`src/design/snl_pkg.sv`:
```
// ----------------------------------------------------------------------------
// snl_pkg
// Shared types and constants of the stencil neighbor list block.
// ----------------------------------------------------------------------------
`default_nettype none

package snl_pkg;

	localparam int SIZE_W   = 11;
	localparam int LAYER_W  = 10;
	localparam int PLANE_W  = 2 * SIZE_W;
	localparam int ID_W     = 30;
	localparam int OUT_W    = 32;
	localparam int CFG_IDX_W = 3;
	localparam int NCAND    = 9;
	localparam int CAND_IDX_W = 4;
	localparam int QDEPTH   = 2;

	// configuration register indexes
	localparam logic [CFG_IDX_W-1:0] REG_SIZE_X  = 3'd0;
	localparam logic [CFG_IDX_W-1:0] REG_SIZE_Y  = 3'd1;
	localparam logic [CFG_IDX_W-1:0] REG_SIZE_Z  = 3'd2;
	localparam logic [CFG_IDX_W-1:0] REG_REGULAR = 3'd3;
	localparam logic [CFG_IDX_W-1:0] REG_PRISM   = 3'd4;

	// candidate positions in run order
	localparam logic [CAND_IDX_W-1:0] CAND_PRISM_BACK = 4'd0;
	localparam logic [CAND_IDX_W-1:0] CAND_Z_MINUS    = 4'd1;
	localparam logic [CAND_IDX_W-1:0] CAND_Y_MINUS    = 4'd2;
	localparam logic [CAND_IDX_W-1:0] CAND_X_MINUS    = 4'd3;
	localparam logic [CAND_IDX_W-1:0] CAND_SELF       = 4'd4;
	localparam logic [CAND_IDX_W-1:0] CAND_X_PLUS     = 4'd5;
	localparam logic [CAND_IDX_W-1:0] CAND_Y_PLUS     = 4'd6;
	localparam logic [CAND_IDX_W-1:0] CAND_Z_PLUS     = 4'd7;
	localparam logic [CAND_IDX_W-1:0] CAND_PRISM_FWD  = 4'd8;

	typedef struct packed {
		logic [SIZE_W-1:0]  size_x;
		logic [SIZE_W-1:0]  size_y;
		logic [SIZE_W-1:0]  size_z;
		logic [LAYER_W-1:0] regular;
		logic [LAYER_W-1:0] prism;
		logic [PLANE_W-1:0] plane;
	} snl_cfg_t;

	typedef struct packed {
		logic [ID_W-1:0]  base;
		logic [NCAND-1:0] mask;
	} snl_entry_t;

	typedef struct packed {
		logic full;
		logic empty;
	} snl_qstat_t;

endpackage

`default_nettype wire

```
`src/design/snl_fifo.sv`:
```
// ----------------------------------------------------------------------------
// snl_fifo
// Short register queue between the classify front and the emit back.
// ----------------------------------------------------------------------------
`default_nettype none

module snl_fifo (
	input  wire                      clk,
	input  wire                      arst_n,
	input  wire                      push,
	input  wire snl_pkg::snl_entry_t push_data,
	input  wire                      pop,
	output snl_pkg::snl_entry_t      pop_data,
	output snl_pkg::snl_qstat_t      stat
);

	localparam int PW = (snl_pkg::QDEPTH > 1) ? $clog2(snl_pkg::QDEPTH) : 1;

	snl_pkg::snl_entry_t       mem_q [snl_pkg::QDEPTH];
	logic [PW-1:0]             wr_ptr_q;
	logic [PW-1:0]             rd_ptr_q;
	logic [PW:0]               count_q;

	assign pop_data   = mem_q[rd_ptr_q];
	assign stat.full  = (count_q == (PW+1)'(snl_pkg::QDEPTH));
	assign stat.empty = (count_q == '0);

	always_ff @(posedge clk) begin
		if (push) begin
			mem_q[wr_ptr_q] <= push_data;
		end
	end

	always_ff @(posedge clk or negedge arst_n) begin
		if (!arst_n) begin
			wr_ptr_q <= '0;
			rd_ptr_q <= '0;
			count_q  <= '0;
		end else begin
			if (push) begin
				wr_ptr_q <= (wr_ptr_q == PW'(snl_pkg::QDEPTH - 1)) ? '0 : wr_ptr_q + 1'b1;
			end
			if (pop) begin
				rd_ptr_q <= (rd_ptr_q == PW'(snl_pkg::QDEPTH - 1)) ? '0 : rd_ptr_q + 1'b1;
			end
			if (push && !pop) begin
				count_q <= count_q + 1'b1;
			end else if (pop && !push) begin
				count_q <= count_q - 1'b1;
			end
		end
	end

endmodule

`default_nettype wire

```
`src/design/snl_front.sv`:
```
// ----------------------------------------------------------------------------
// snl_front
// Accepts a grid point, finds its layer phase with a two-bit-per-cycle
// remainder unit, forms the base id and the mask of in-mesh candidates.
// ----------------------------------------------------------------------------
`default_nettype none

module snl_front #(
	parameter int COORD_BITS = 10
) (
	input  wire                      clk,
	input  wire                      arst_n,
	input  wire snl_pkg::snl_cfg_t   cfg,
	input  wire                      in_valid,
	output logic                     in_ready,
	input  wire [COORD_BITS-1:0]     coord_x,
	input  wire [COORD_BITS-1:0]     coord_y,
	input  wire [COORD_BITS-1:0]     coord_z,
	input  wire snl_pkg::snl_qstat_t qstat,
	output logic                     push,
	output snl_pkg::snl_entry_t      push_data
);

	localparam int ZW2 = 2 * ((COORD_BITS + 1) / 2);
	localparam int K   = ZW2 / 2;
	localparam int CW  = (K > 1) ? $clog2(K) : 1;
	localparam int RW  = ((COORD_BITS > snl_pkg::SIZE_W) ? COORD_BITS : snl_pkg::SIZE_W) + 1;
	localparam int ID_W = snl_pkg::ID_W;

	typedef enum logic [1:0] {ST_IDLE, ST_DIV, ST_PUSH} state_t;

	typedef struct packed {
		logic lo;
		logic mid;
		logic hi;
	} axis_t;

	state_t                state_q;
	logic [CW-1:0]         cnt_q;
	logic [COORD_BITS-1:0] x_q;
	logic [COORD_BITS-1:0] y_q;
	logic [COORD_BITS-1:0] z_q;
	logic [ZW2-1:0]        zsh_q;
	logic [RW-1:0]         rem_q;
	logic [ID_W-1:0]       prod_z_s1;
	logic [ID_W-1:0]       prod_y_s1;

	logic [RW-1:0]         period;
	logic [RW-1:0]         r1;
	logic [RW-1:0]         r2;
	logic [RW-1:0]         rem_prev;
	logic                  link_back;
	logic                  link_fwd;
	logic                  accept;
	axis_t                 ax;
	axis_t                 ay;
	axis_t                 az;

	function automatic axis_t axis_flags(input logic [COORD_BITS-1:0] c,
			input logic [snl_pkg::SIZE_W-1:0] s);
		axis_t f;
		logic [RW-1:0] ce;
		logic [RW-1:0] se;
		ce    = RW'(c);
		se    = RW'(s);
		f.lo  = (c != '0) && ((ce - 1'b1) < se);
		f.mid = (ce < se);
		f.hi  = ((ce + 1'b1) < se);
		return f;
	endfunction

	assign period = RW'(cfg.regular) + RW'(cfg.prism);

	always_comb begin
		r1 = {rem_q[RW-2:0], zsh_q[ZW2-1]};
		if (r1 >= period) begin
			r1 = r1 - period;
		end
		r2 = {r1[RW-2:0], zsh_q[ZW2-2]};
		if (r2 >= period) begin
			r2 = r2 - period;
		end
	end

	assign rem_prev  = (rem_q == '0) ? period - 1'b1 : rem_q - 1'b1;
	assign link_back = (cfg.prism != '0) && (z_q != '0) && (rem_prev >= RW'(cfg.regular));
	assign link_fwd  = (cfg.prism != '0) && (rem_q >= RW'(cfg.regular));

	assign ax = axis_flags(x_q, cfg.size_x);
	assign ay = axis_flags(y_q, cfg.size_y);
	assign az = axis_flags(z_q, cfg.size_z);

	always_comb begin
		push_data.base = prod_z_s1 + prod_y_s1 + ID_W'(x_q);
		push_data.mask[snl_pkg::CAND_PRISM_BACK] = link_back && ax.lo && ay.mid && az.lo;
		push_data.mask[snl_pkg::CAND_Z_MINUS]    = ax.mid && ay.mid && az.lo;
		push_data.mask[snl_pkg::CAND_Y_MINUS]    = ax.mid && ay.lo && az.mid;
		push_data.mask[snl_pkg::CAND_X_MINUS]    = ax.lo && ay.mid && az.mid;
		push_data.mask[snl_pkg::CAND_SELF]       = ax.mid && ay.mid && az.mid;
		push_data.mask[snl_pkg::CAND_X_PLUS]     = ax.hi && ay.mid && az.mid;
		push_data.mask[snl_pkg::CAND_Y_PLUS]     = ax.mid && ay.hi && az.mid;
		push_data.mask[snl_pkg::CAND_Z_PLUS]     = ax.mid && ay.mid && az.hi;
		push_data.mask[snl_pkg::CAND_PRISM_FWD]  = link_fwd && ax.hi && ay.mid && az.hi;
	end

	assign push     = (state_q == ST_PUSH) && !qstat.full;
	assign in_ready = (state_q == ST_IDLE) || push;
	assign accept   = in_valid && in_ready;

	always_ff @(posedge clk) begin
		prod_z_s1 <= ID_W'(z_q) * ID_W'(cfg.plane);
		prod_y_s1 <= ID_W'(y_q) * ID_W'(cfg.size_x);
	end

	always_ff @(posedge clk or negedge arst_n) begin
		if (!arst_n) begin
			state_q <= ST_IDLE;
			cnt_q   <= '0;
			x_q     <= '0;
			y_q     <= '0;
			z_q     <= '0;
			zsh_q   <= '0;
			rem_q   <= '0;
		end else begin
			unique case (state_q) inside
				ST_IDLE, ST_PUSH: begin
					if (accept) begin
						x_q     <= coord_x;
						y_q     <= coord_y;
						z_q     <= coord_z;
						zsh_q   <= ZW2'(coord_z);
						rem_q   <= '0;
						cnt_q   <= CW'(K - 1);
						state_q <= ST_DIV;
					end else if (push) begin
						state_q <= ST_IDLE;
					end
				end
				ST_DIV: begin
					rem_q <= r2;
					zsh_q <= zsh_q << 2;
					if (cnt_q == '0) begin
						state_q <= ST_PUSH;
					end else begin
						cnt_q <= cnt_q - 1'b1;
					end
				end
				default: begin
					state_q <= ST_IDLE;
				end
			endcase
		end
	end

endmodule

`default_nettype wire

```
`src/design/snl_back.sv`:
```
// ----------------------------------------------------------------------------
// snl_back
// Walks the candidate mask of one point, one neighbor id per beat,
// into a registered output stage.
// ----------------------------------------------------------------------------
`default_nettype none

module snl_back (
	input  wire                          clk,
	input  wire                          arst_n,
	input  wire snl_pkg::snl_cfg_t       cfg,
	input  wire snl_pkg::snl_qstat_t     qstat,
	input  wire snl_pkg::snl_entry_t     pop_data,
	output logic                         pop,
	output logic                         out_valid,
	input  wire                          out_ready,
	output logic [snl_pkg::ID_W-1:0]     neighbor_id,
	output logic                         last
);

	localparam int ID_W  = snl_pkg::ID_W;
	localparam int NCAND = snl_pkg::NCAND;

	logic                             work_v_q;
	logic [ID_W-1:0]                  base_q;
	logic [NCAND-1:0]                 mask_q;
	logic                             out_v_q;
	logic [ID_W-1:0]                  id_q;
	logic                             last_q;

	logic [NCAND-1:0]                 pick;
	logic [NCAND-1:0]                 rest;
	logic [snl_pkg::CAND_IDX_W-1:0]   idx;
	logic [ID_W-1:0]                  delta;
	logic                             sub;
	logic [ID_W-1:0]                  id_next;
	logic                             can_emit;
	logic                             emit;
	logic                             finish;

	assign pick = mask_q & (~mask_q + 1'b1);
	assign rest = mask_q & ~pick;

	always_comb begin
		idx = '0;
		for (int i = 0; i < NCAND; i++) begin
			if (pick[i]) begin
				idx = snl_pkg::CAND_IDX_W'(i);
			end
		end
	end

	always_comb begin
		delta = '0;
		sub   = 1'b0;
		unique case (idx)
			snl_pkg::CAND_PRISM_BACK: begin
				delta = ID_W'(cfg.plane) + 1'b1;
				sub   = 1'b1;
			end
			snl_pkg::CAND_Z_MINUS: begin
				delta = ID_W'(cfg.plane);
				sub   = 1'b1;
			end
			snl_pkg::CAND_Y_MINUS: begin
				delta = ID_W'(cfg.size_x);
				sub   = 1'b1;
			end
			snl_pkg::CAND_X_MINUS: begin
				delta = ID_W'(1);
				sub   = 1'b1;
			end
			snl_pkg::CAND_SELF: begin
				delta = '0;
			end
			snl_pkg::CAND_X_PLUS: begin
				delta = ID_W'(1);
			end
			snl_pkg::CAND_Y_PLUS: begin
				delta = ID_W'(cfg.size_x);
			end
			snl_pkg::CAND_Z_PLUS: begin
				delta = ID_W'(cfg.plane);
			end
			snl_pkg::CAND_PRISM_FWD: begin
				delta = ID_W'(cfg.plane) + 1'b1;
			end
			default: begin
				delta = '0;
			end
		endcase
	end

	assign id_next  = sub ? base_q - delta : base_q + delta;
	assign can_emit = !out_v_q || out_ready;
	assign emit     = work_v_q && (mask_q != '0) && can_emit;
	assign finish   = work_v_q && ((mask_q == '0) || (can_emit && (rest == '0)));
	assign pop      = !qstat.empty && (!work_v_q || finish);

	assign out_valid   = out_v_q;
	assign neighbor_id = id_q;
	assign last        = last_q;

	always_ff @(posedge clk) begin
		if (pop) begin
			base_q <= pop_data.base;
		end
		if (emit) begin
			id_q   <= id_next;
			last_q <= (rest == '0);
		end
	end

	always_ff @(posedge clk or negedge arst_n) begin
		if (!arst_n) begin
			work_v_q <= 1'b0;
			mask_q   <= '0;
			out_v_q  <= 1'b0;
		end else begin
			if (pop) begin
				work_v_q <= 1'b1;
				mask_q   <= pop_data.mask;
			end else if (finish) begin
				work_v_q <= 1'b0;
			end else if (emit) begin
				mask_q <= rest;
			end
			if (emit) begin
				out_v_q <= 1'b1;
			end else if (out_ready) begin
				out_v_q <= 1'b0;
			end
		end
	end

endmodule

`default_nettype wire

```
`src/design/stencil_neighbor_list.sv`:
```
// ----------------------------------------------------------------------------
// stencil_neighbor_list
// Seven-point stencil neighbor ids of a 3-D mesh point, with optional
// prism diagonal links, as a run of beats closed by tlast.
//
//   channel   dir  handshake          payload
//   s_*       in   s_tvalid/s_tready  tdata: coord_x, coord_y, coord_z
//   m_*       out  m_tvalid/m_tready  tdata: neighbor_id; tlast: last
//   cfg_*     in   cfg_we             cfg_index, cfg_data
//
// Input: a new point is taken only once the previous one enters the queue;
// the layer-remainder unit retires two bits per cycle.
// Output: one beat per cycle per neighbor while m_tready holds, 1 to 9
// per point; a point with no in-mesh neighbor gives no beat.
// A point's beats pass the remainder unit, the queue and the output stage.
// Reset loads the configuration defaults; a two-entry queue lets either
// side stall without stopping the other.
// ----------------------------------------------------------------------------
`default_nettype none

module stencil_neighbor_list #(
	parameter int COORD_BITS = 10
) (
	input  wire                                         clk,
	input  wire                                         arst_n,
	input  wire                                         s_tvalid,
	output logic                                        s_tready,
	// coord_x, coord_y, coord_z, zero pad
	input  wire [((3*COORD_BITS+7)/8)*8-1:0]            s_tdata,
	output logic                                        m_tvalid,
	input  wire                                         m_tready,
	// neighbor_id, zero pad
	output logic [snl_pkg::OUT_W-1:0]                   m_tdata,
	output logic                                        m_tlast,
	input  wire                                         cfg_we,
	input  wire [snl_pkg::CFG_IDX_W-1:0]                cfg_index,
	input  wire [snl_pkg::SIZE_W-1:0]                   cfg_data
);

	snl_pkg::snl_cfg_t          cfg;
	logic [snl_pkg::SIZE_W-1:0] size_x_q;
	logic [snl_pkg::SIZE_W-1:0] size_y_q;
	logic [snl_pkg::SIZE_W-1:0] size_z_q;
	logic [snl_pkg::LAYER_W-1:0] regular_q;
	logic [snl_pkg::LAYER_W-1:0] prism_q;
	logic [snl_pkg::PLANE_W-1:0] plane_q;

	snl_pkg::snl_qstat_t        qstat;
	snl_pkg::snl_entry_t        push_data;
	snl_pkg::snl_entry_t        pop_data;
	logic                       push;
	logic                       pop;
	logic [snl_pkg::ID_W-1:0]   neighbor_id;

	always_ff @(posedge clk or negedge arst_n) begin
		if (!arst_n) begin
			size_x_q  <= snl_pkg::SIZE_W'(1);
			size_y_q  <= snl_pkg::SIZE_W'(1);
			size_z_q  <= snl_pkg::SIZE_W'(1);
			regular_q <= '0;
			prism_q   <= '0;
			plane_q   <= snl_pkg::PLANE_W'(1);
		end else begin
			plane_q <= snl_pkg::PLANE_W'(size_x_q) * snl_pkg::PLANE_W'(size_y_q);
			if (cfg_we) begin
				unique case (cfg_index)
					snl_pkg::REG_SIZE_X:  size_x_q  <= cfg_data;
					snl_pkg::REG_SIZE_Y:  size_y_q  <= cfg_data;
					snl_pkg::REG_SIZE_Z:  size_z_q  <= cfg_data;
					snl_pkg::REG_REGULAR: regular_q <= cfg_data[snl_pkg::LAYER_W-1:0];
					snl_pkg::REG_PRISM:   prism_q   <= cfg_data[snl_pkg::LAYER_W-1:0];
					default: begin
					end
				endcase
			end
		end
	end

	always_comb begin
		cfg.size_x  = size_x_q;
		cfg.size_y  = size_y_q;
		cfg.size_z  = size_z_q;
		cfg.regular = regular_q;
		cfg.prism   = prism_q;
		cfg.plane   = plane_q;
	end

	snl_front #(
		.COORD_BITS (COORD_BITS)
	) u_front (
		.clk       (clk),
		.arst_n    (arst_n),
		.cfg       (cfg),
		.in_valid  (s_tvalid),
		.in_ready  (s_tready),
		.coord_x   (s_tdata[COORD_BITS-1:0]),
		.coord_y   (s_tdata[2*COORD_BITS-1:COORD_BITS]),
		.coord_z   (s_tdata[3*COORD_BITS-1:2*COORD_BITS]),
		.qstat     (qstat),
		.push      (push),
		.push_data (push_data)
	);

	snl_fifo u_fifo (
		.clk       (clk),
		.arst_n    (arst_n),
		.push      (push),
		.push_data (push_data),
		.pop       (pop),
		.pop_data  (pop_data),
		.stat      (qstat)
	);

	snl_back u_back (
		.clk         (clk),
		.arst_n      (arst_n),
		.cfg         (cfg),
		.qstat       (qstat),
		.pop_data    (pop_data),
		.pop         (pop),
		.out_valid   (m_tvalid),
		.out_ready   (m_tready),
		.neighbor_id (neighbor_id),
		.last        (m_tlast)
	);

	assign m_tdata = snl_pkg::OUT_W'(neighbor_id);

endmodule

`default_nettype wire

```
`config.mk`:
```
export PLATFORM = sky130hd
export DESIGN_NAME = stencil_neighbor_list
export DESIGN_NICKNAME = d
export VERILOG_FILES = /design/src/design/snl_pkg.sv /design/src/design/snl_fifo.sv /design/src/design/snl_front.sv /design/src/design/snl_back.sv /design/src/design/stencil_neighbor_list.sv
export SDC_FILE = /design/constraint.sdc
export NUM_CORES = 2
export LEC_CHECK = 0
export BUFFER_PORTS_ARGS = -buffer_cell sky130_fd_sc_hd__buf_2
export CORE_ASPECT_RATIO = 1.25
export CORE_MARGIN = 5
export CORE_UTILIZATION = 55
export DETAILED_ROUTE_END_ITERATION = 10
export MAX_ROUTING_LAYER = met4
export PLACE_DENSITY = 0.71
export SLEW_MARGIN = 0
export SYNTH_ARGS = -nofsm -noshare
export SYNTH_HDL_FRONTEND = slang
export SYNTH_HIERARCHICAL = 1
export SYNTH_SLANG_ARGS = --single-unit
```
`constraint.sdc`:
```
create_clock -name clk -period 10.7 [get_ports clk]
set_clock_uncertainty 0.2 [all_clocks]
set_input_delay 0.535 -clock clk [delete_from_list [all_inputs] [get_ports clk]]
set_output_delay 0.535 -clock clk [all_outputs]
set_load 0.1 [all_outputs]
```
==> summary.txt <==
Yosys
  – Compound-gate portion of the synthesized area: a little under an eighth
  – Adder-cell share of the synthesized area: approximately a third
  – Mapped Area: 35300 µm²
  – Synth Flop Type: dfrtp_1
  – Largest family of logic cells by synthesized area: adder cells
  – Sequential area share after synthesis: about 25%
  – Synth cell types: approximately 110
  – Simple-gate portion of the synthesized area: ~16%
  – Most frequent cells after synthesis: 493 x inv_1, 463 x nand2_1, 382 x ha_1
  – #FFs+latches synth: ~340
  – Post-Synth XOR/XNOR Area: around 5%
  – YS warnings: 6
  – Mux cell area share after synthesis: under 10%
  – Area contributors post-synth: fa_1 18%, ha_1 14%, edfxtp_1 12%, dfrtp_1 10%, inv_1 5.2%
  – Asr flop ratio synth: a little over two fifths
  – Gate Count Post-Synth: 3744
  – Most common cell in the netlist: inv_1
  – Avg Cell Area, Syn: roughly 9.4 µm²
  – Share of the synthesized area in the top cell type: about 18%
  – Number of synthesized flops with an enable pin: 139
  – Dominant cell type by area after synthesis: fa_1

Routing
  – DRT iter0 DRCs: 1431
  – Routed wire per std cell: about 18 µm
  – Vias after detailed routing: 26500
  – Vias per inst: 5.70
  – Final WL: 84600 µm
  – Drt pass-1 iters: 5
  – Antenna-violating nets left: 0
  – Remaining DRCs: 0

Floorplan
  – Die Footprint: around 69000 µm²
  – Io pins: 86
  – Initial core utilization: a little under three fifths
  – Die height: between 200 and 300 µm
  – Die width: ~240 µm
  – Standard-cell rows: between 100 and 150
  – Core ar.: 63400 µm²

Timing
  – Final period util: ~65%
  – Final slew viol count: 0
  – Final TNS setup: 0 ns
  – RSZ-0062 raised after global routing: false
  – Slew @ Worst Pin: ~1.4 ns
  – Endpoints failing setup: 0
  – Final Hold Viols: 0
  – Max Fclk: around 140 MHz
  – PnR worst setup slack: 3.74 ns
  – Fin crit period: approximately 7.0 ns
  – Max-slew headroom: under 10%

Worst setup path
  – CP required: roughly 11 ns
  – WP data arrival: roughly 7.2 ns
  – Endpoint class of the critical path: flop
  – CP Max Fanout: 29
  – Crit start category: flop
  – Worst setup path class: reg2reg

Clock tree
  – Setup bufs post-CTS: 0
  – Max Root-Sink Buffers: 3
  – Clock slew at reported path FFs: about 0.06 ns
  – TritonCTS clock tree: done
  – Number of CTS-inserted buffers: 38
  – Clk Latency, worst-skew pair: approximately 0.57 ns
  – Clock Tree Root: clkbuf_16
  – Clk sinks: around 340
  – Htree depth: 2

Finish
  – Fill cells: around 5500
  – Register area: 8880 µm²
  – Layout Area Growth over Synthesis: 7.70%
  – Multi-input combinational cell area: between 20000 and 25000 µm²
  – Fin nets: ~4500
  – Layout cells sized above 1: approximately 8.4%

Global route
  – Pin count of the biggest net entering global routing: between 70 and 80
  – Number of global-route vias before repair: around 27000
  – Antenna violations before repair: 1
  – First-pass GRT wire length: around 140000 µm
  – Grt total ovfl: 0
  – Total track usage: between 20% and 30%

Placed design
  – Hpwl dp: 64500 µm
  – I/O Buffers: 81
  – Worst slack, placed: ~3.9 ns
  – Routability cong.: a little under 0.9

Status
  – Outcome: completed

Worst hold path
  – Hold crit path type: in2reg

Flow run
  – MaxCap Viol Count: 0
[metal layers]
layer / wire length, µm / vias up / track usage [%]
met3: 4820 / 208 / 4.49
li1: - / 12600 / -
met2: 42100 / 690 / 43.2
met5: 0 / - / -
met1: 34200 / 13000 / 29.7
met4: 3420 / 0 / 9.22
[cell families after synthesis]
family,Yosys count
buf+inv,643
fa+ha+maj,706
simple gates,1133
xor+xnor,202
flops,337
compound gates,613
other cells,1
mux,109
[metrics by stage]
step           cell area, µm²  hold WS, ns  utilization [%]  cells
3_5_place_dp            36300        0.257             57.3   4545
5_1_grt                 38000       0.0355             59.9   4646
3_3_place_gp            36300        0.250             57.3   4545
6_report                38000       0.0353             59.9   4647
2_1_floorplan           35300       0.0394                -   3745
4_1_cts                 38000    0.0000512             59.9   4645
[layout by cell type, fill, tap and decap left out, drive strengths merged, types with 9 or more instances in the layout]
master,instances
o21ai,156
inv,499
mux2i,12
nand4,19
nor2,150
buf,110
and2,208
a21o,77
nand2b,32
or3,17
nand3,64
o31ai,26
dfrtp,143
a21oi,145
a31oi,14
fa,322
dfxtp,51
a21boi,9
ha,382
clkinv,9
dlygate4sd3,30
xnor2,126
o21bai,10
and3,28
xor2,76
a22o,12
edfxtp,139
a211oi,15
o21a,34
clkbuf,47
a22oi,11
nor2b,38
nor3,47
nor4,26
nand2,464
o211ai,13
mux2,97
[cell type report]
cell class	instances	share of cell area, %
Antenna cell	2	0.0132
Clock buffer	47	2.84
Tap cell	840	2.76
Clock inverter	23	0.767
Timing Repair Buffer	140	2.45
Multi-Input combinational cell	2765	62.9
Inverter	493	4.87
Sequential cell	337	23.4
[flip-flops by register name, summed over array words and instances, names as in the netlist, 2 cells and up]
signal              cells
plane_q                22
u_front/prod_y_s1      21
u_fifo/mem_q           78
u_front/zsh_q          10
regular_q              10
u_front/y_q            10
u_front/state_q         2
u_front/prod_z_s1      30
u_back/mask_q           9
size_y_q               11
u_front/x_q            10
u_front/cnt_q           3
size_z_q               11
prism_q                10
u_front/rem_q          12
u_front/z_q            10
size_x_q               11
u_back/base_q          30
u_fifo/count_q          2
u_back/neighbor_id     30
[repair_timing]
item / 4_1_cts / 5_1_grt
endpoints found under the hold margin: 105 / 0
resized for setup: 0 / 0
hold buffers: 30 / 0
[critical path, stage by stage, from the launching register on]
cell       delay, ns
dfrtp_1         1.08
and2_1          0.27
fa_1            0.42
inv_1           0.09
fa_1            0.43
fa_1            0.55
inv_1           0.06
fa_1            0.53
inv_1           0.06
fa_1            0.56
inv_1           0.06
ha_1            0.34
nand3_1         0.11
o31ai_1         0.66
a311o_1         0.38
nor4b_1         0.37
nor3_1          0.16
o2111ai_1       0.23
a21oi_1         0.11
xnor2_1         0.13
[path summary, 6_finish.rpt]
kind / startpoint / endpoint / slack (ns) / cells past startpoint
setup / recovery: u_front/z_q[8]$_DFFE_PN0P_ / u_front/prod_z_s1[29]$_DFF_P_ / 3.74 / 19
hold / removal: s_tdata[29] / u_front/z_q[9]$_DFFE_PN0P_ / 0.04 / 3
setup reg to reg: u_front/z_q[8]$_DFFE_PN0P_ / u_front/prod_z_s1[29]$_DFF_P_ / 3.74 / 19
hold reg to reg: u_front/zsh_q[3]$_DFFE_PN0P_ / u_front/zsh_q[3]$_DFFE_PN0P_ / 0.27 / 2
max in group asynchronous: arst_n / regular_q[9]$_DFFE_PN0P_ / 8.48 / 3
min in group asynchronous: arst_n / u_front/y_q[3]$_DFFE_PN0P_ / 0.35 / 2
Power is not shown: default switching activity piles up to over one toggle a cycle in this logic, so the estimate is an artifact.
